File: src/sv/tvaf_pkg.sv
// Shared types, constants and character helpers for the ASCII formatter.
package tvaf_pkg;

  localparam int unsigned CMD_W  = 4;
  localparam int unsigned VAL_W  = 64;
  localparam int unsigned CH_W   = 8;
  localparam int unsigned NDIG   = 20;
  localparam int unsigned DIG_IW = 5;
  localparam int unsigned BCD_W  = NDIG * 4;

  typedef enum logic [CMD_W-1:0] {
    CMD_NULL  = 4'd0,
    CMD_BOOL  = 4'd1,
    CMD_INT   = 4'd2,
    CMD_HEX   = 4'd3,
    CMD_FLOAT = 4'd4,
    CMD_CHAR  = 4'd5,
    CMD_DELIM = 4'd6,
    CMD_FLUSH = 4'd7,
    CMD_RAW   = 4'd8
  } cmd_e;

  typedef enum logic [2:0] {
    T_IDLE, T_FLT, T_BCD, T_PRE, T_DIG, T_TXT
  } top_state_e;

  typedef enum logic [2:0] {
    F_IDLE, F_MUL_A, F_MUL_B, F_ROUND, F_SHIFT, F_DONE
  } flt_state_e;

  typedef struct packed {
    logic done;
    logic neg;
  } flt_stat_t;

  typedef struct packed {
    logic busy;
    logic done;
  } bcd_stat_t;

  localparam logic [CH_W-1:0] CH_0     = 8'h30;
  localparam logic [CH_W-1:0] CH_LA    = 8'h61;
  localparam logic [CH_W-1:0] CH_X     = 8'h78;
  localparam logic [CH_W-1:0] CH_MINUS = 8'h2d;
  localparam logic [CH_W-1:0] CH_DOT   = 8'h2e;
  localparam logic [CH_W-1:0] CH_COMMA = 8'h2c;
  localparam logic [CH_W-1:0] CH_NL    = 8'h0a;
  localparam logic [CH_W-1:0] CH_NUL   = 8'h00;

  function automatic logic [CH_W-1:0] digit_char(input logic [3:0] d);
    logic [CH_W-1:0] r;
    if (d < 4'd10) r = CH_0 + {4'b0000, d};
    else           r = CH_LA + {4'b0000, d} - 8'd10;
    return r;
  endfunction

  // Index of the final byte of a fixed-text command.
  function automatic logic [2:0] txt_last(input cmd_e c, input logic flag);
    logic [2:0] r;
    unique case (c)
      CMD_NULL:  r = 3'd3;
      CMD_BOOL:  r = flag ? 3'd3 : 3'd4;
      CMD_FLUSH: r = 3'd1;
      CMD_RAW:   r = 3'd7;
      default:   r = 3'd0;
    endcase
    return r;
  endfunction

  function automatic logic [CH_W-1:0] txt_char(input cmd_e c, input logic flag,
                                               input logic [2:0] i,
                                               input logic [VAL_W-1:0] v);
    logic [CH_W-1:0] r;
    r = CH_NUL;
    unique case (c)
      CMD_NULL: begin
        unique case (i)
          3'd0:    r = 8'h6e;
          3'd1:    r = 8'h75;
          default: r = 8'h6c;
        endcase
      end
      CMD_BOOL: begin
        if (flag) begin
          unique case (i)
            3'd0:    r = 8'h74;
            3'd1:    r = 8'h72;
            3'd2:    r = 8'h75;
            default: r = 8'h65;
          endcase
        end else begin
          unique case (i)
            3'd0:    r = 8'h66;
            3'd1:    r = 8'h61;
            3'd2:    r = 8'h6c;
            3'd3:    r = 8'h73;
            default: r = 8'h65;
          endcase
        end
      end
      CMD_CHAR:  r = v[CH_W-1:0];
      CMD_DELIM: r = CH_COMMA;
      CMD_FLUSH: r = (i == 3'd0) ? CH_NL : CH_NUL;
      CMD_RAW:   r = v[{i, 3'b000} +: CH_W];
      default:   r = CH_NUL;
    endcase
    return r;
  endfunction

endpackage

File: src/sv/tvaf_if.sv
// Valid/ready channel interfaces for formatter commands and output bytes.
interface tvaf_in_if;
  import tvaf_pkg::*;
  logic             valid;
  logic             ready;
  logic [CMD_W-1:0] cmd;
  logic [VAL_W-1:0] value;
  modport source (output valid, output cmd, output value, input ready);
  modport sink   (input valid, input cmd, input value, output ready);
endinterface

interface tvaf_out_if;
  import tvaf_pkg::*;
  logic            valid;
  logic            ready;
  logic [CH_W-1:0] ch;
  logic            last;
  modport source (output valid, output ch, output last, input ready);
  modport sink   (input valid, input ch, input last, output ready);
endinterface

File: src/sv/tvaf_flt.sv
// Double to scaled integer unit: times 1000, round, truncate, saturate.
module tvaf_flt (
  input  logic                       clk_i,
  input  logic                       rst_ni,
  input  logic                       start_i,
  input  logic [tvaf_pkg::VAL_W-1:0] bits_i,
  output logic [tvaf_pkg::VAL_W-1:0] mag_o,
  output tvaf_pkg::flt_stat_t        stat_o
);
  import tvaf_pkg::*;

  flt_state_e        state_q, state_d;
  logic [52:0]       m_q;
  logic [62:0]       prod_q;
  logic [10:0]       expf_q;
  logic              sign_q;
  logic [VAL_W-1:0]  mag_q;
  logic [5:0]        cnt_q;
  logic              left_q;

  logic              is_nan, is_inf, is_zero;
  logic              hi, g, st;
  logic [52:0]       keep;
  logic [53:0]       rnd;
  logic signed [12:0] k, kn;
  logic              sat, tiny;

  assign is_nan  = (bits_i[62:52] == 11'h7ff) && (bits_i[51:0] != '0);
  assign is_inf  = (bits_i[62:52] == 11'h7ff) && (bits_i[51:0] == '0);
  assign is_zero = (bits_i[62:52] == 11'h000);

  // Product lies in [2^61, 2^63): keep 53 bits from the leading one down.
  always_comb begin
    hi   = prod_q[62];
    keep = hi ? prod_q[62:10] : prod_q[61:9];
    g    = hi ? prod_q[9] : prod_q[8];
    st   = hi ? (|prod_q[8:0]) : (|prod_q[7:0]);
    rnd  = {1'b0, keep} + {53'd0, g & (st | keep[0])};
    k    = $signed({2'b00, expf_q}) - 13'sd1075 + (hi ? 13'sd10 : 13'sd9);
    kn   = -k;
    sat  = (k > 13'sd10) || ((k == 13'sd10) && rnd[53]);
    tiny = (k < -13'sd53);
  end

  always_comb begin
    state_d = state_q;
    unique case (state_q)
      F_IDLE: begin
        if (start_i) begin
          if (is_nan || is_inf || is_zero) state_d = F_DONE;
          else                             state_d = F_MUL_A;
        end
      end
      F_MUL_A: state_d = F_MUL_B;
      F_MUL_B: state_d = F_ROUND;
      F_ROUND: state_d = (sat || tiny) ? F_DONE : F_SHIFT;
      F_SHIFT: if (cnt_q == 6'd0) state_d = F_DONE;
      F_DONE:  state_d = F_IDLE;
      default: state_d = F_IDLE;
    endcase
  end

  always_comb begin
    stat_o.done = (state_q == F_DONE);
    stat_o.neg  = sign_q & (|mag_q);
  end
  assign mag_o = mag_q;

  always_ff @(posedge clk_i or negedge rst_ni) begin
    if (!rst_ni) state_q <= F_IDLE;
    else         state_q <= state_d;
  end

  always_ff @(posedge clk_i) begin
    unique case (state_q)
      F_IDLE: begin
        if (start_i) begin
          m_q    <= {1'b1, bits_i[51:0]};
          expf_q <= bits_i[62:52];
          sign_q <= bits_i[63] & ~is_nan;
          if (is_inf) mag_q <= bits_i[63] ? {1'b1, 63'd0} : {1'b0, {63{1'b1}}};
          else        mag_q <= '0;
        end
      end
      // 1000 = 1024 - 16 - 8, taken as two subtractions.
      F_MUL_A: prod_q <= {m_q, 10'd0} - {6'd0, m_q, 4'd0};
      F_MUL_B: prod_q <= prod_q - {7'd0, m_q, 3'd0};
      F_ROUND: begin
        if (sat)       mag_q <= sign_q ? {1'b1, 63'd0} : {1'b0, {63{1'b1}}};
        else if (tiny) mag_q <= '0;
        else           mag_q <= {10'd0, rnd};
        left_q <= ~k[12];
        cnt_q  <= k[12] ? kn[5:0] : k[5:0];
      end
      F_SHIFT: begin
        if (cnt_q != 6'd0) begin
          mag_q <= left_q ? {mag_q[VAL_W-2:0], 1'b0} : {1'b0, mag_q[VAL_W-1:1]};
          cnt_q <= cnt_q - 6'd1;
        end
      end
      default: ;
    endcase
  end

endmodule

File: src/sv/tvaf_bcd.sv
// Bit-serial binary to BCD converter (shift and add three).
module tvaf_bcd (
  input  logic                        clk_i,
  input  logic                        rst_ni,
  input  logic                        start_i,
  input  logic [tvaf_pkg::VAL_W-1:0]  value_i,
  input  logic [tvaf_pkg::DIG_IW-1:0] sel_i,
  output logic [3:0]                  dig_o,
  output tvaf_pkg::bcd_stat_t         stat_o
);
  import tvaf_pkg::*;

  logic [VAL_W-1:0] sh_q;
  logic [BCD_W-1:0] bcd_q, adj;
  logic [5:0]       cnt_q;
  logic             busy_q, done_q;

  always_comb begin
    for (int i = 0; i < NDIG; i++) begin
      adj[i*4 +: 4] = (bcd_q[i*4 +: 4] >= 4'd5) ? bcd_q[i*4 +: 4] + 4'd3
                                                : bcd_q[i*4 +: 4];
    end
  end

  assign dig_o       = bcd_q[{sel_i, 2'b00} +: 4];
  assign stat_o.busy = busy_q;
  assign stat_o.done = done_q;

  always_ff @(posedge clk_i or negedge rst_ni) begin
    if (!rst_ni) begin
      busy_q <= 1'b0;
      done_q <= 1'b0;
      cnt_q  <= '0;
    end else begin
      done_q <= 1'b0;
      if (start_i) begin
        busy_q <= 1'b1;
        cnt_q  <= '0;
      end else if (busy_q) begin
        cnt_q <= cnt_q + 6'd1;
        if (cnt_q == 6'd63) begin
          busy_q <= 1'b0;
          done_q <= 1'b1;
        end
      end
    end
  end

  always_ff @(posedge clk_i) begin
    if (start_i) begin
      sh_q  <= value_i;
      bcd_q <= '0;
    end else if (busy_q) begin
      sh_q  <= {sh_q[VAL_W-2:0], 1'b0};
      bcd_q <= {adj[BCD_W-2:0], sh_q[VAL_W-1]};
    end
  end

endmodule

File: src/sv/typed_value_to_ascii_formatter.sv
// Text commands load their bytes from the text state once the item is taken; hex loads
// "0x" and then its digits. Int runs the serial binary-to-BCD converter before its first byte
// is loaded. Float: the scaling unit first (one bit of alignment a cycle), then the int path.
// Leading zero digits are skipped without output, then one byte per cycle while the output is
// not stalled; one item is in flight at a time, and the next is taken the cycle after its last
// byte enters the output register. Reset is asynchronous, active low, control only.
module typed_value_to_ascii_formatter (
  input  logic       clk_i,
  input  logic       rst_ni,
  tvaf_in_if.sink    in_i,
  tvaf_out_if.source out_o
);
  import tvaf_pkg::*;

  top_state_e        state_q, state_d;
  cmd_e              cmd_q;
  logic [VAL_W-1:0]  mag_q;
  logic              flag_q, neg_q, lead_q, dot_q, pidx_q;
  logic [DIG_IW-1:0] idx_q;
  logic [2:0]        tidx_q;
  logic              out_valid_q, out_last_q;
  logic [CH_W-1:0]   out_ch_q;

  logic              acc, can_ld, emit, e_last, skip, at_dot;
  logic [CH_W-1:0]   e_ch;
  logic [3:0]        dig, bcd_dig;
  logic [DIG_IW-1:0] min_idx;
  cmd_e              in_cmd;
  logic              flt_go, bcd_go;
  logic [VAL_W-1:0]  flt_mag, bcd_val, int_mag;
  flt_stat_t         flt_st;
  bcd_stat_t         bcd_st;

  assign in_cmd  = cmd_e'(in_i.cmd);
  assign in_i.ready = (state_q == T_IDLE);
  assign acc     = in_i.valid && in_i.ready;
  assign can_ld  = !out_valid_q || out_o.ready;
  assign int_mag = in_i.value[VAL_W-1] ? ('0 - in_i.value) : in_i.value;

  assign flt_go  = acc && (in_cmd == CMD_FLOAT);
  assign bcd_go  = (acc && (in_cmd == CMD_INT)) || ((state_q == T_FLT) && flt_st.done);
  assign bcd_val = (state_q == T_IDLE) ? int_mag : flt_mag;

  tvaf_flt u_flt (
    .clk_i   (clk_i),
    .rst_ni  (rst_ni),
    .start_i (flt_go),
    .bits_i  (in_i.value),
    .mag_o   (flt_mag),
    .stat_o  (flt_st)
  );

  tvaf_bcd u_bcd (
    .clk_i   (clk_i),
    .rst_ni  (rst_ni),
    .start_i (bcd_go),
    .value_i (bcd_val),
    .sel_i   (idx_q),
    .dig_o   (bcd_dig),
    .stat_o  (bcd_st)
  );

  // Digits are walked from the top; leading zeros are skipped without output.
  assign dig     = (cmd_q == CMD_HEX) ? mag_q[{idx_q[3:0], 2'b00} +: 4] : bcd_dig;
  assign min_idx = (cmd_q == CMD_FLOAT) ? DIG_IW'(3) : DIG_IW'(0);
  assign skip    = lead_q && (dig == 4'd0) && (idx_q > min_idx);
  assign at_dot  = (cmd_q == CMD_FLOAT) && (idx_q == DIG_IW'(2)) && !dot_q;

  always_comb begin
    emit   = 1'b0;
    e_ch   = CH_NUL;
    e_last = 1'b0;
    unique case (state_q)
      T_PRE: begin
        emit = can_ld;
        if (cmd_q == CMD_HEX) e_ch = pidx_q ? CH_X : CH_0;
        else                  e_ch = CH_MINUS;
      end
      T_DIG: begin
        emit   = can_ld && !skip;
        e_ch   = at_dot ? CH_DOT : digit_char(dig);
        e_last = !at_dot && (idx_q == '0);
      end
      T_TXT: begin
        emit   = can_ld;
        e_ch   = txt_char(cmd_q, flag_q, tidx_q, mag_q);
        e_last = (tidx_q == txt_last(cmd_q, flag_q));
      end
      default: ;
    endcase
  end

  always_comb begin
    state_d = state_q;
    unique case (state_q)
      T_IDLE: begin
        if (acc) begin
          unique case (in_cmd)
            CMD_FLOAT: state_d = T_FLT;
            CMD_INT:   state_d = T_BCD;
            CMD_HEX:   state_d = T_PRE;
            CMD_NULL, CMD_BOOL, CMD_CHAR, CMD_DELIM, CMD_FLUSH, CMD_RAW:
              state_d = T_TXT;
            default:   state_d = T_IDLE;
          endcase
        end
      end
      T_FLT: if (flt_st.done) state_d = T_BCD;
      T_BCD: if (bcd_st.done) state_d = neg_q ? T_PRE : T_DIG;
      T_PRE: if (emit && ((cmd_q != CMD_HEX) || pidx_q)) state_d = T_DIG;
      T_DIG, T_TXT: if (emit && e_last) state_d = T_IDLE;
      default: state_d = T_IDLE;
    endcase
  end

  always_ff @(posedge clk_i or negedge rst_ni) begin
    if (!rst_ni) begin
      state_q     <= T_IDLE;
      out_valid_q <= 1'b0;
    end else begin
      state_q <= state_d;
      if (emit)             out_valid_q <= 1'b1;
      else if (out_o.ready) out_valid_q <= 1'b0;
    end
  end

  always_ff @(posedge clk_i) begin
    if (emit) begin
      out_ch_q   <= e_ch;
      out_last_q <= e_last;
    end
    if (acc) begin
      cmd_q  <= in_cmd;
      mag_q  <= in_i.value;
      flag_q <= |in_i.value;
      neg_q  <= in_i.value[VAL_W-1];
      pidx_q <= 1'b0;
      tidx_q <= '0;
      idx_q  <= DIG_IW'(15);
      lead_q <= 1'b1;
      dot_q  <= 1'b0;
    end
    if ((state_q == T_FLT) && flt_st.done) neg_q <= flt_st.neg;
    if ((state_q == T_BCD) && bcd_st.done) begin
      idx_q  <= DIG_IW'(NDIG - 1);
      lead_q <= 1'b1;
      dot_q  <= 1'b0;
    end
    if ((state_q == T_PRE) && emit) pidx_q <= 1'b1;
    if (state_q == T_DIG) begin
      if (skip) begin
        idx_q <= idx_q - DIG_IW'(1);
      end else if (emit) begin
        if (at_dot) begin
          dot_q <= 1'b1;
        end else begin
          lead_q <= 1'b0;
          if (idx_q != '0) idx_q <= idx_q - DIG_IW'(1);
        end
      end
    end
    if ((state_q == T_TXT) && emit) tidx_q <= tidx_q + 3'd1;
  end

  assign out_o.valid = out_valid_q;
  assign out_o.ch    = out_ch_q;
  assign out_o.last  = out_last_q;

  a_bcd_idle: assert property (@(posedge clk_i) disable iff (!rst_ni)
    (state_q == T_IDLE) |-> !bcd_st.busy)
    else $error("BCD converter busy while no item is in flight");

  a_flt_owner: assert property (@(posedge clk_i) disable iff (!rst_ni)
    flt_st.done |-> (state_q == T_FLT))
    else $error("float unit finished outside the float wait state");

  a_last_ends: assert property (@(posedge clk_i) disable iff (!rst_ni)
    (emit && e_last) |=> (state_q == T_IDLE) && out_o.last)
    else $error("final byte loaded but item did not end");

  a_hex_idx: assert property (@(posedge clk_i) disable iff (!rst_ni)
    ((state_q == T_DIG) && (cmd_q == CMD_HEX)) |-> !idx_q[DIG_IW-1])
    else $error("hex digit index out of range");

  a_dot_once: assert property (@(posedge clk_i) disable iff (!rst_ni)
    ((state_q == T_DIG) && (cmd_q == CMD_FLOAT) && emit && e_last) |-> dot_q)
    else $error("float ended without a decimal point");

endmodule

File: src/flat_wrapper.sv
// flat-port wrapper written by rule: the top's interface ports become plain ports
module typed_value_to_ascii_formatter_flat import tvaf_pkg::*;
  (clk_i, rst_ni, in_i_valid, in_i_cmd, in_i_value, in_i_ready, out_o_valid, out_o_ch, out_o_last, out_o_ready);
  tvaf_in_if in_i_i ();
  tvaf_out_if out_o_i ();
  input  logic clk_i;
  input  logic rst_ni;
  input wire logic [$bits(in_i_i.valid)-1:0] in_i_valid;
  input wire logic [$bits(in_i_i.cmd)-1:0] in_i_cmd;
  input wire logic [$bits(in_i_i.value)-1:0] in_i_value;
  output wire logic [$bits(in_i_i.ready)-1:0] in_i_ready;
  output wire logic [$bits(out_o_i.valid)-1:0] out_o_valid;
  output wire logic [$bits(out_o_i.ch)-1:0] out_o_ch;
  output wire logic [$bits(out_o_i.last)-1:0] out_o_last;
  input wire logic [$bits(out_o_i.ready)-1:0] out_o_ready;
  assign in_i_i.valid = in_i_valid;
  assign in_i_i.cmd = in_i_cmd;
  assign in_i_i.value = in_i_value;
  assign in_i_ready = in_i_i.ready;
  assign out_o_valid = out_o_i.valid;
  assign out_o_ch = out_o_i.ch;
  assign out_o_last = out_o_i.last;
  assign out_o_i.ready = out_o_ready;
  typed_value_to_ascii_formatter u_core (.clk_i(clk_i), .rst_ni(rst_ni), .in_i(in_i_i), .out_o(out_o_i));
endmodule
File: config.mk
export PLATFORM = sky130hd
export DESIGN_NAME = typed_value_to_ascii_formatter_flat
export DESIGN_NICKNAME = d
export VERILOG_FILES = /design/src/sv/tvaf_pkg.sv /design/src/sv/tvaf_if.sv /design/src/sv/tvaf_flt.sv /design/src/sv/tvaf_bcd.sv /design/src/sv/typed_value_to_ascii_formatter.sv /design/src/flat_wrapper.sv
export SDC_FILE = /design/constraint.sdc
export NUM_CORES = 1
export LEC_CHECK = 0
export CELL_PAD_IN_SITES_DETAIL_PLACEMENT = 0
export CELL_PAD_IN_SITES_GLOBAL_PLACEMENT = 1
export CORE_MARGIN = 2
export CORE_UTILIZATION = 45
export DETAILED_ROUTE_END_ITERATION = 8
export DONT_BUFFER_PORTS = 1
export PLACE_DENSITY = 0.8
export SYNTH_ARGS = -nofsm -noshare
export SYNTH_HDL_FRONTEND = slang
export SYNTH_SLANG_ARGS = --single-unit
File: constraint.sdc
create_clock -name clk_i -period 6.1 [get_ports clk_i]
set_input_delay 0.61 -clock clk_i [delete_from_list [all_inputs] [get_ports clk_i]]
set_output_delay 0.61 -clock clk_i [all_outputs]
set_load 0.03 [all_outputs]
-- Word level (Yosys, flattened, before mapping)
Memories as Yosys holds them, arrays and structs flattened.
Index checks and enable logic that the tools add are counted.
- order comparisons: 24
- reduce and logical (&&, ||, !) cells: 59
- equal/unequal tests: 36
- $mul: 0
- bitwise logic cells: 6
- shifts and indexed selects: 3
- muxes and demuxes: 104
- div/mod/pow operators: 0
- $add $sub $neg: 34
- operators with widths (operator ; number):
    64-bit two-way mux ; 11
    64-bit one-hot mux with 3 select lines ; 1
    64-bit OR reduction ; 2
    63-bit one-hot mux with 2 select lines ; 1
    4-bit two-way mux ; 21
    4-bit by 3-bit >= comparator with 1-bit output, second input constant ; 20
    80-bit by 8-bit variable part select with 4-bit output ; 1
    4-bit by 2-bit adder with 4-bit output, second input constant ; 19
    64-bit by 7-bit variable part select with 4-bit output ; 1
    64-bit by 7-bit variable part select with 8-bit output ; 1
    1-bit by 64-bit subtractor with 64-bit output, first input constant ; 1
    63-bit by 56-bit subtractor with 63-bit output ; 1
    63-bit by 57-bit subtractor with 63-bit output ; 1
    53-bit by 1-bit adder with 54-bit output ; 1
    54-bit two-way mux ; 1
    53-bit two-way mux ; 1
    52-bit zero test ; 1
    52-bit nonzero test ; 1
    8-bit one-hot mux with 6 select lines ; 1
    3-bit two-way mux ; 14
    5-bit two-way mux ; 7
    8-bit two-way mux ; 4
    3-bit one-hot mux with 5 select lines ; 2
    1-bit two-way mux ; 25
    61 further kinds ; 127
- input port bits: 72
- memory bits (writable): 0
- logic and storage cells: 293
- bits in latches: 0
- flip-flop bits (word level): 447
- output and inout port bits: 11
- memory bits (read-only): 48
- memories kept: 1
- memories (name ; depth ; width ; rd ports ; clocked after memory_dff ; wr ports ; RTL line ; RTL):
    (name not given) ; 16 ; 3 ; 1 ; 0 ; 0 ; typed_value_to_ascii_formatter.sv:98 ; unique case (in_cmd)

-- Logic depth before layout (Yosys ltp)
Gate-level depths: netlist of the first run.
- depth in word-level cells: 11
- mapped depth: 19

-- Cells and area by module
A second synthesis of the first run with hierarchy kept.
- cells, all modules: 3616
- area total of the unflattened synthesis: 33437.1 µm²
- by module, submodules not included (module ; cells each ; area each (µm²) ; instances):
    tvaf_flt ; 2054 ; 18044.8 ; 1
    tvaf_bcd ; 804 ; 8245.4 ; 1
    typed_value_to_ascii_formatter ; 758 ; 7146.9 ; 1

-- Worst setup path after synthesis of the first run
No wires, ideal clock.
- path type: register to register
- start point: register u_core.state_q[2]
- end point: register u_core.u_bcd.sh_q[0], enable pin
- required time: 5.676 ns
- data arrival time: 4.008 ns
- period minus slack after synthesis: 4.431 ns
- stages on the path, launching flop included: 13
- setup slack: 1.669 ns
- cell sequence: dfrtp_1 -> clkbuf_1 -> or3_1 -> clkbuf_1 -> inv_2 -> nand2_1 -> or4_1 -> clkbuf_1 -> and2_1 -> clkbuf_1 -> clkbuf_1 -> clkbuf_1 -> nand2_1
- longest elaborated chain between the ends: 5
- elaborated cells between the ends (all ways): 7
- classes of those cells: eq/ne: 1; reduce/logical: 6
- ends and longest elaborated chain (what ; RTL line ; RTL):
    start: declaration ; typed_value_to_ascii_formatter.sv:15 ; top_state_e state_q, state_d;
    start signal: assignment ; typed_value_to_ascii_formatter.sv:121 ; state_q <= state_d;
    3-bit zero test ; typed_value_to_ascii_formatter.sv:35 ; assign in_i.ready = (state_q == T_IDLE);
    1-bit logical AND ; typed_value_to_ascii_formatter.sv:36 ; assign acc = in_i.valid && in_i.ready;
    1-bit logical AND ; typed_value_to_ascii_formatter.sv:41 ; assign bcd_go = (acc && (in_cmd == CMD_INT)) || ((state_q == T_FLT) && flt_st.done);
    1-bit logical OR * ; typed_value_to_ascii_formatter.sv:41 ;
    2-bit nonzero test (no line) * ; - ;
    end signal: assignment ; tvaf_bcd.sv:51 ; sh_q <= value_i;
    end signal: assignment ; tvaf_bcd.sv:54 ; sh_q <= {sh_q[VAL_W-2:0], 1'b0};
    end: declaration ; tvaf_bcd.sv:13 ; logic [VAL_W-1:0] sh_q;
Every way passes the cells marked *; elsewhere a longest branch is shown, timed or not.
A chain may end at the register's enable or synchronous reset.

-- Worst setup path in the final report of the first run
- start point: register u_core.u_flt.prod_q[62]
- end point: register u_core.u_flt.mag_q[16], in the netlist u_core.u_flt.mag_o[16] (data pin)
- longest elaborated chain between the ends: 8
- elaborated cells between the ends (all ways): 16
- classes of those cells: add/sub: 2; order compare: 2; eq/ne: 1; mux: 7; bitwise: 2; reduce/logical: 2
- ends and longest elaborated chain (what ; RTL line ; RTL):
    start: declaration ; tvaf_flt.sv:14 ; logic [62:0] prod_q;
    start signal: assignment ; tvaf_flt.sv:86 ; F_MUL_A: prod_q <= {m_q, 10'd0} - {6'd0, m_q, 4'd0};
    start signal: assignment ; tvaf_flt.sv:87 ; F_MUL_B: prod_q <= prod_q - {7'd0, m_q, 3'd0};
    parallel branches: the longest is 6 deep, another holds 12-bit by 5-bit adder with 13-bit output ; - ;
    64-bit two-way mux * ; tvaf_flt.sv:89 ; if (sat) mag_q <= sign_q ? {1'b1, 63'd0} : {1'b0, {63{1'b1}}};
    64-bit one-hot mux with 3 select lines * ; tvaf_flt.sv:75 ; unique case (state_q)
    end signal: assignment ; tvaf_flt.sv:81 ; if (is_inf) mag_q <= bits_i[63] ? {1'b1, 63'd0} : {1'b0, {63{1'b1}}};
    end signal: assignment ; tvaf_flt.sv:89 ;
    end signal: assignment ; tvaf_flt.sv:91 ; else mag_q <= {10'd0, rnd};
    end: declaration ; tvaf_flt.sv:17 ; logic [VAL_W-1:0] mag_q;
Every way passes the cells marked *.

==> impl_results.md, run 1 <==
- I/O pin cnt: 83
- Cts repair resizes: 0
- Final setup viols: 0
- Post-Syn Area per Cell: 9.15 um2
- Final worst path period share: 0.762
- Number of clock sinks: 444
- Starting Density: 0.457
- Cts hold-fix bufs: 1
- CTS buffer count: 51
- Total number of vias: 27,400
- Synth Instances: 3,584
- Remaining DRCs: 0
- CP Launch Type: flop
- DR pass1 iterations: 5
- H-tree levels: 2
- Worst Path Max Fanout: 106
- Final TNS setup: 0 ns
- Skew final: 0.0319 ns
- First-pass GRT wire length: 155,000 um
- Worst-path clk slew: 0.06 ns
- Rows: 98
- Gpl congestion: 0.968
- Leakage: 13.6 nW
- Avg WL per Cell: 22.7 um
- Slowest cell on crit path: a2111oi_4
- Worst slew margin: 0.156
- Most frequent cells in the layout: 348 x nor2_1, 341 x edfxtp_1, 336 x nand2_1, 320 x a21oi_1, 253 x o21ai_0
- FMAX: 215 MHz
- Status: complete, no violations
- Yosys warns: 0
- Worst path required time: 6.41 ns
- Number of global-route vias before repair: 25,200
- Worst Reg-to-Reg Cells: 12
- Sequential fraction of the synthesis area: 0.377
- Worst hold path type: input pin to flop
- WS Path Type: flop to flop
- Number of flops mapped to enable cells by yosys: 341
- Largest net degree at the start of global routing: 108
- Fin. max-slew vios: 0
- CP max stage delay: 0.62 ns
- Initial antenna violation count: 6
- Share of post-route cells with drive strength above 1: 0.0679
- IO Port Bufs: 0
- IR drop worst, VDD: 0.346 mV
- Synth Register Bits: 444
- Commonest non-fill, non-tap cell in the layout: nor2_1
- Grt total ovfl: 0
- Die width: 274 um
- Crit end category: flop
- Longest Clk Path Bufs: 3
- DRT iter0 DRCs: 3,356
- Clk root buf: clkbuf_16
- Post-Syn Area: 32,800 um2
- Top FF cell, synth: edfxtp_1
- Die area: 75,100 um2
- Clk Latency, worst-skew pair: 0.63 ns
- Drt total wl: 101,000 um
- RSZ-0062 raised after global routing: false
- CTS tree: yes
- Yosys cell types: 104
- Hold path cells: 0
- Final Non-Filler Cells: 4,455
- Post-CTS setup buffer count: 0
- Post-DP HPWL: 74,900 um
- Final hold vios: 0
- GRT Util Overall: 0.265
- Async SR Flop Fraction: 0.0338
- Max Cap Violations: 0
- Core Area: 71,900 um2
- Crit-path cells: buf_12 -> nand2_1 -> a2111oi_4 -> nand4_2 -> nor2_2 -> nand4_1 -> or3_1 -> o311a_4 -> o21ai_4 -> buf_4 -> a211o_1 -> o211ai_1
- Top post-synthesis cells by area: edfxtp_1 31%, ha_1 6.1%, dfxtp_1 5.4%
- Worst EP arrival: 4.95 ns
- Syn_nets: 3,817
- Minimum clock period: 4.65 ns
- Die Ht: 274 um
- Synthesis-to-finish area growth: 7.06%
- Area fraction of the dominant cell type after synthesis: 0.312
- Number of routed nets with antenna violations: 0
- Vias/cell: 6.16
- Dpl cells: 4,358
- Slew of the pin with the lowest slew margin: 1.25 ns
- Cell taking the most area after synthesis: edfxtp_1
- PwrDens: 425 nW/um2
- Nets: 3,695
[layer usage]
layer,GRT usage,vias to the layer above,routed length (um)
met4,0.0864,0,3430
met1,0.397,13200,46000
met2,0.393,1148,43200
li1,-,12900,-
met5,0,-,0
met3,0.0362,146,8440
[power breakdown]
group | leakage [nW] | switching [W] | internal [W] | total, W
Combinational | 8.61 | 0.00357 | 0.00238 | 0.00595
Clock | 0.832 | 0.00134 | 0.00183 | 0.00317
Sequential | 4.18 | 0.00124 | 0.00458 | 0.00581
Total | 13.6 | 0.00614 | 0.00879 | 0.0149
[worst paths after layout]
path	startpoint	to	slack [ns]
worst max-delay path	u_core.u_flt.prod_q[62]$_DFFE_PP_	u_core.u_flt.mag_o[16]$_DFFE_PP_	1.45
worst min-delay path	in_i_cmd[2]	u_core.cmd_q[2]$_DFFE_PP_	0.08
worst max register to register	u_core.u_flt.prod_q[62]$_DFFE_PP_	u_core.u_flt.mag_o[16]$_DFFE_PP_	1.45
worst min register to register	u_core.u_bcd.bcd_q[79]$_SDFFE_PN0P_	u_core.u_bcd.bcd_q[79]$_SDFFE_PN0P_	0.49
max in group asynchronous	rst_ni	u_core.u_bcd.busy_q$_DFF_PN0_	4.94
min in group asynchronous	rst_ni	u_core.out_o.valid$_DFFE_PN0P_	0.54
[sequential cells by signal, indices dropped and copies added (netlist names), 3 cells and up]
| register | flops |
|---|---|
| u_core.cmd_q | 4 |
| u_core.idx_q | 5 |
| u_core.mag_q | 64 |
| u_core.out_o.ch | 8 |
| u_core.state_q | 3 |
| u_core.tidx_q | 3 |
| u_core.u_bcd.bcd_q | 80 |
| u_core.u_bcd.cnt_q | 6 |
| u_core.u_bcd.sh_q | 64 |
| u_core.u_flt.cnt_q | 6 |
| u_core.u_flt.expf_q | 11 |
| u_core.u_flt.m_q | 52 |
| u_core.u_flt.mag_o | 64 |
| u_core.u_flt.prod_q | 60 |
| u_core.u_flt.state_q | 3 |
[logic make-up after synthesis]
| kind of cell | Yosys count | share of synthesized area |
|---|---|---|
| simple gates | 1157 | 0.167 |
| compound gates | 975 | 0.189 |
| flops | 444 | 0.377 |
| buf+inv | 364 | 0.0453 |
| xor+xnor | 291 | 0.0777 |
| mux | 191 | 0.0817 |
| fa+ha+maj | 162 | 0.0622 |
[per-stage QoR]
stage / total power [W] / setup WS (ns) / area (um2) / hold WS, ns / utilization
3_3_place_gp: 0.0116 / 1.47 / 33400 / 0.317 / 0.465
5_1_grt: 0.0159 / 1.08 / 35100 / 0.0559 / 0.489
6_report: 0.0149 / 1.45 / 35100 / 0.0764 / 0.489
4_1_cts: 0.0149 / 1.47 / 35100 / 0.0567 / 0.489
2_1_floorplan: 0.0100 / 1.67 / 32800 / 0.314 / -
3_5_place_dp: 0.0117 / 1.48 / 33400 / 0.317 / 0.465
[final cells by class]
type / count / area (um2)
diodes: 1 / 2.50
multi-input cells: 2776 / 19000
fillers: 6778 / 36700
clock buffers: 67 / 1400
clock inverters: 28 / 302
flip-flops and latches: 444 / 12400
well taps: 950 / 1190
repair buffers: 27 / 255
inverters: 162 / 608
[cell usage after synthesis, types with 15 or more instances]
cell      instances
a211oi_1         24
clkbuf_1        165
inv_1           157
a21o_1           47
o21a_1           31
xor2_1          155
a21oi_1         320
o21ai_0         253
nand2_1         340
nand2b_1         50
and3_1           30
a211o_1          26
o21bai_1         15
mux2i_1         123
nand4_1          59
and2_1           15
nor2b_1          29
xnor2_1         136
mux4_2           54
nor4_1           34
nand3_1          82
dfxtp_1          88
nor2_1          349
a31oi_1          30
ha_1            159
o22a_1           27
o31ai_1          35
nor3_1           72
edfxtp_1        341
or3_1            29
dfrtp_1          15
o211ai_1         29
or4_1            15
[worst max-delay path: cells and delay by family, from the launching register on]
family,cells,cell delay [ns]
simple gates,5,1.46
compound gates,5,1.43
buf+inv,2,0.87
flops,1,0.39
Power figures use the tool's default switching activity.
==> inputs of run 2 (changes only) <==
clock period = 4.3 ns   (was 6.1 ns; I/O delays follow)
==> run 2 against run 1 <==
Net effect: maximum frequency increased by 15%; sequential power increased by 40%; critical path depth unchanged; clock power increased by 53%; worst setup slack got worse by 1.2 ns; die area unchanged; final area increased by 3.7%; non-clock buffer count increased by 117.
==> impl_results.md, run 2 (synthesized netlist as in run 1, its figures left out) <==
- Worst Setup SP: u_core.u_flt.m_q[2]$_DFFE_PP_
- Die area: 75,100 um2
- Post-DP HPWL: 74,600 um
- Final hold vios: 0
- Most frequent cells in the layout: 348 x nor2_1, 341 x edfxtp_1, 336 x nand2_1, 320 x a21oi_1, 253 x o21ai_0
- Number of global-route vias before repair: 26,000
- Reg2Reg Setup Slack: 0.24 ns
- Minimum clock period: 4.06 ns
- Final Total Pwr: 0.0219 W
- Final TNS setup: 0 ns
- Max FFs per register: 80
- Worst-path clk slew: 0.06 ns
- Rows: 98
- Largest net degree at the start of global routing: 107
- Number of clock sinks: 444
- Crit end category: flop
- PwrDens: 600 nW/um2
- Leakage: 14.2 nW
- Starting Density: 0.457
- Clk root buf: clkbuf_16
- I/O pin cnt: 83
- DR pass1 iterations: 6
- First-pass GRT wire length: 161,000 um
- Avg WL per Cell: 23.2 um
- Grt total ovfl: 0
- DRT iter0 DRCs: 3,452
- Number of routed nets with antenna violations: 0
- Die Ht: 274 um
- Worst Reg-to-Reg Cells: 12
- IR drop worst, VDD: 0.619 mV
- Total number of vias: 28,200
- RSZ-0062 raised after global routing: false
- Met2 WL post-DR: 44,800 um
- Worst Path Max Fanout: 6
- Worst setup endpoint: u_core.u_flt.prod_q[41]$_DFFE_PP_
- FMAX: 246 MHz
- Met1 WL: 46,700 um
- Longest Clk Path Bufs: 3
- Fillers: 6,670
- Worst hold path type: input pin to flop
- CP Launch Type: flop
- Nets: 3,813
- RR Startpoint: u_core.u_flt.m_q[2]$_DFFE_PP_
- Share of post-route cells with drive strength above 1: 0.0803
- IO Port Bufs: 0
- Slew of the pin with the lowest slew margin: 1.10 ns
- Largest Register: u_core.u_bcd.bcd_q
- WL met3: 9890 um
- CTS buffer count: 52
- WS Path Type: flop to flop
- Worst EP arrival: 4.41 ns
- Fin. max-slew vios: 0
- Status: complete, no violations
- Remaining DRCs: 0
- Commonest non-fill, non-tap cell in the layout: nor2_1
- GRT Util Overall: 0.278
- Gpl congestion: 0.919
- Drt total wl: 106,000 um
- Final worst path period share: 0.944
- Worst path required time: 4.65 ns
- CTS tree: yes
- Clk Latency, worst-skew pair: 0.64 ns
- Max Cap Violations: 0
- Final setup viols: 0
- Vias/cell: 6.17
- Worst slew margin: 0.256
- Die width: 274 um
- Synthesis-to-finish area growth: 11.0%
- Skew final: 0.0440 ns
- DR top layer: met5
- H-tree levels: 2
- Core Area: 71,900 um2
- Worst reg2reg endpoint: u_core.u_flt.prod_q[41]$_DFFE_PP_
- Initial antenna violation count: 15
## run 2: cell count changes in the layout (fill, tap and decap cells not counted), moves of 3 or more
| cell | before | now |
|---|---|---|
| clkbuf_1 | 7 | 11 |
| clkbuf_4 | 4 | 0 |
| clkinv_2 | 7 | 4 |
| buf_4 | 22 | 65 |
| buf_12 | 4 | 10 |
| bufinv_16 | 5 | 10 |
| dlygate4sd3_1 | 1 | 69 |
## run 2: area by class of cell
class	instances	area, um2	share of cell area
Multi-Input combinational cell	2776	19000	0.522
Sequential cell	444	12400	0.340
Clock buffer	66	1380	0.0380
Timing Repair Buffer	144	1380	0.0379
Tap cell	950	1190	0.0326
Inverter	162	608	0.0167
Clock inverter	32	472	0.0130
Antenna cell	3	7.51	0.000206
## run 2: timing repair
action | CTS | global route
hold buffers | 69 | 0
endpoints found under the hold margin | 147 | 0
setup buffers | 0 | 0
resized for setup | 0 | 2
endpoints found under the setup margin | 0 | 6
## run 2: worst min path at each step
stage                     depth (start not counted)                                 to  slack [ns]      startpoint
after floorplan                                   0     u_core.out_o.valid$_DFFE_PN0P_        0.13          rst_ni
after global placement                            0  u_core.u_bcd.cnt_q[0]$_DFFE_PN0P_        0.14          rst_ni
after detailed placement                          0  u_core.u_bcd.cnt_q[1]$_DFFE_PN0P_        0.14          rst_ni
after CTS                                         1   u_core.u_flt.mag_o[63]$_DFFE_PP_        0.02  in_i_value[63]
after global routing                              1   u_core.u_flt.mag_o[63]$_DFFE_PP_        0.04  in_i_value[63]
final                                             3      u_core.state_q[1]$_DFFE_PN0P_        0.07     in_i_cmd[3]
## run 2: critical path, stage by stage, from the launching register on
cell,delay [ns]
edfxtp_1,0.48
inv_1,0.10
ha_1,0.36
nor2b_1,0.16
o31a_1,0.29
o21bai_1,0.33
a21oi_1,0.29
o21ai_1,0.31
o21ai_0,0.23
a221oi_1,0.50
nor2_1,0.07
or4_1,0.48
a32o_1,0.21
## run 2: layer usage
layer,up-vias,track usage
li1,13200,-
met1,13500,0.403
met2,1330,0.408
met3,246,0.0504
met4,10,0.109
met5,-,0
## run 2: power breakdown
part	total (W)	internal, W	leakage (nW)	switching (W)
Combinational	0.00887	0.00358	9.17	0.00529
Sequential	0.00813	0.00649	4.18	0.00164
Clock	0.00486	0.00290	0.890	0.00196
## run 2: through the flow
stage | setup WS (ns) | util | instance area, um2 | hold slack [ns] | cells
floorplan | 0.114 | - | 32800 | 0.134 | 3584
global placement | 0.308 | 0.471 | 33900 | 0.136 | 4407
detailed placement | 0.227 | 0.471 | 33900 | 0.136 | 4407
CTS | 0.207 | 0.507 | 36400 | 0.0208 | 4574
global route | 0.0212 | 0.507 | 36400 | 0.0400 | 4575
finish | 0.242 | 0.507 | 36400 | 0.0671 | 4577
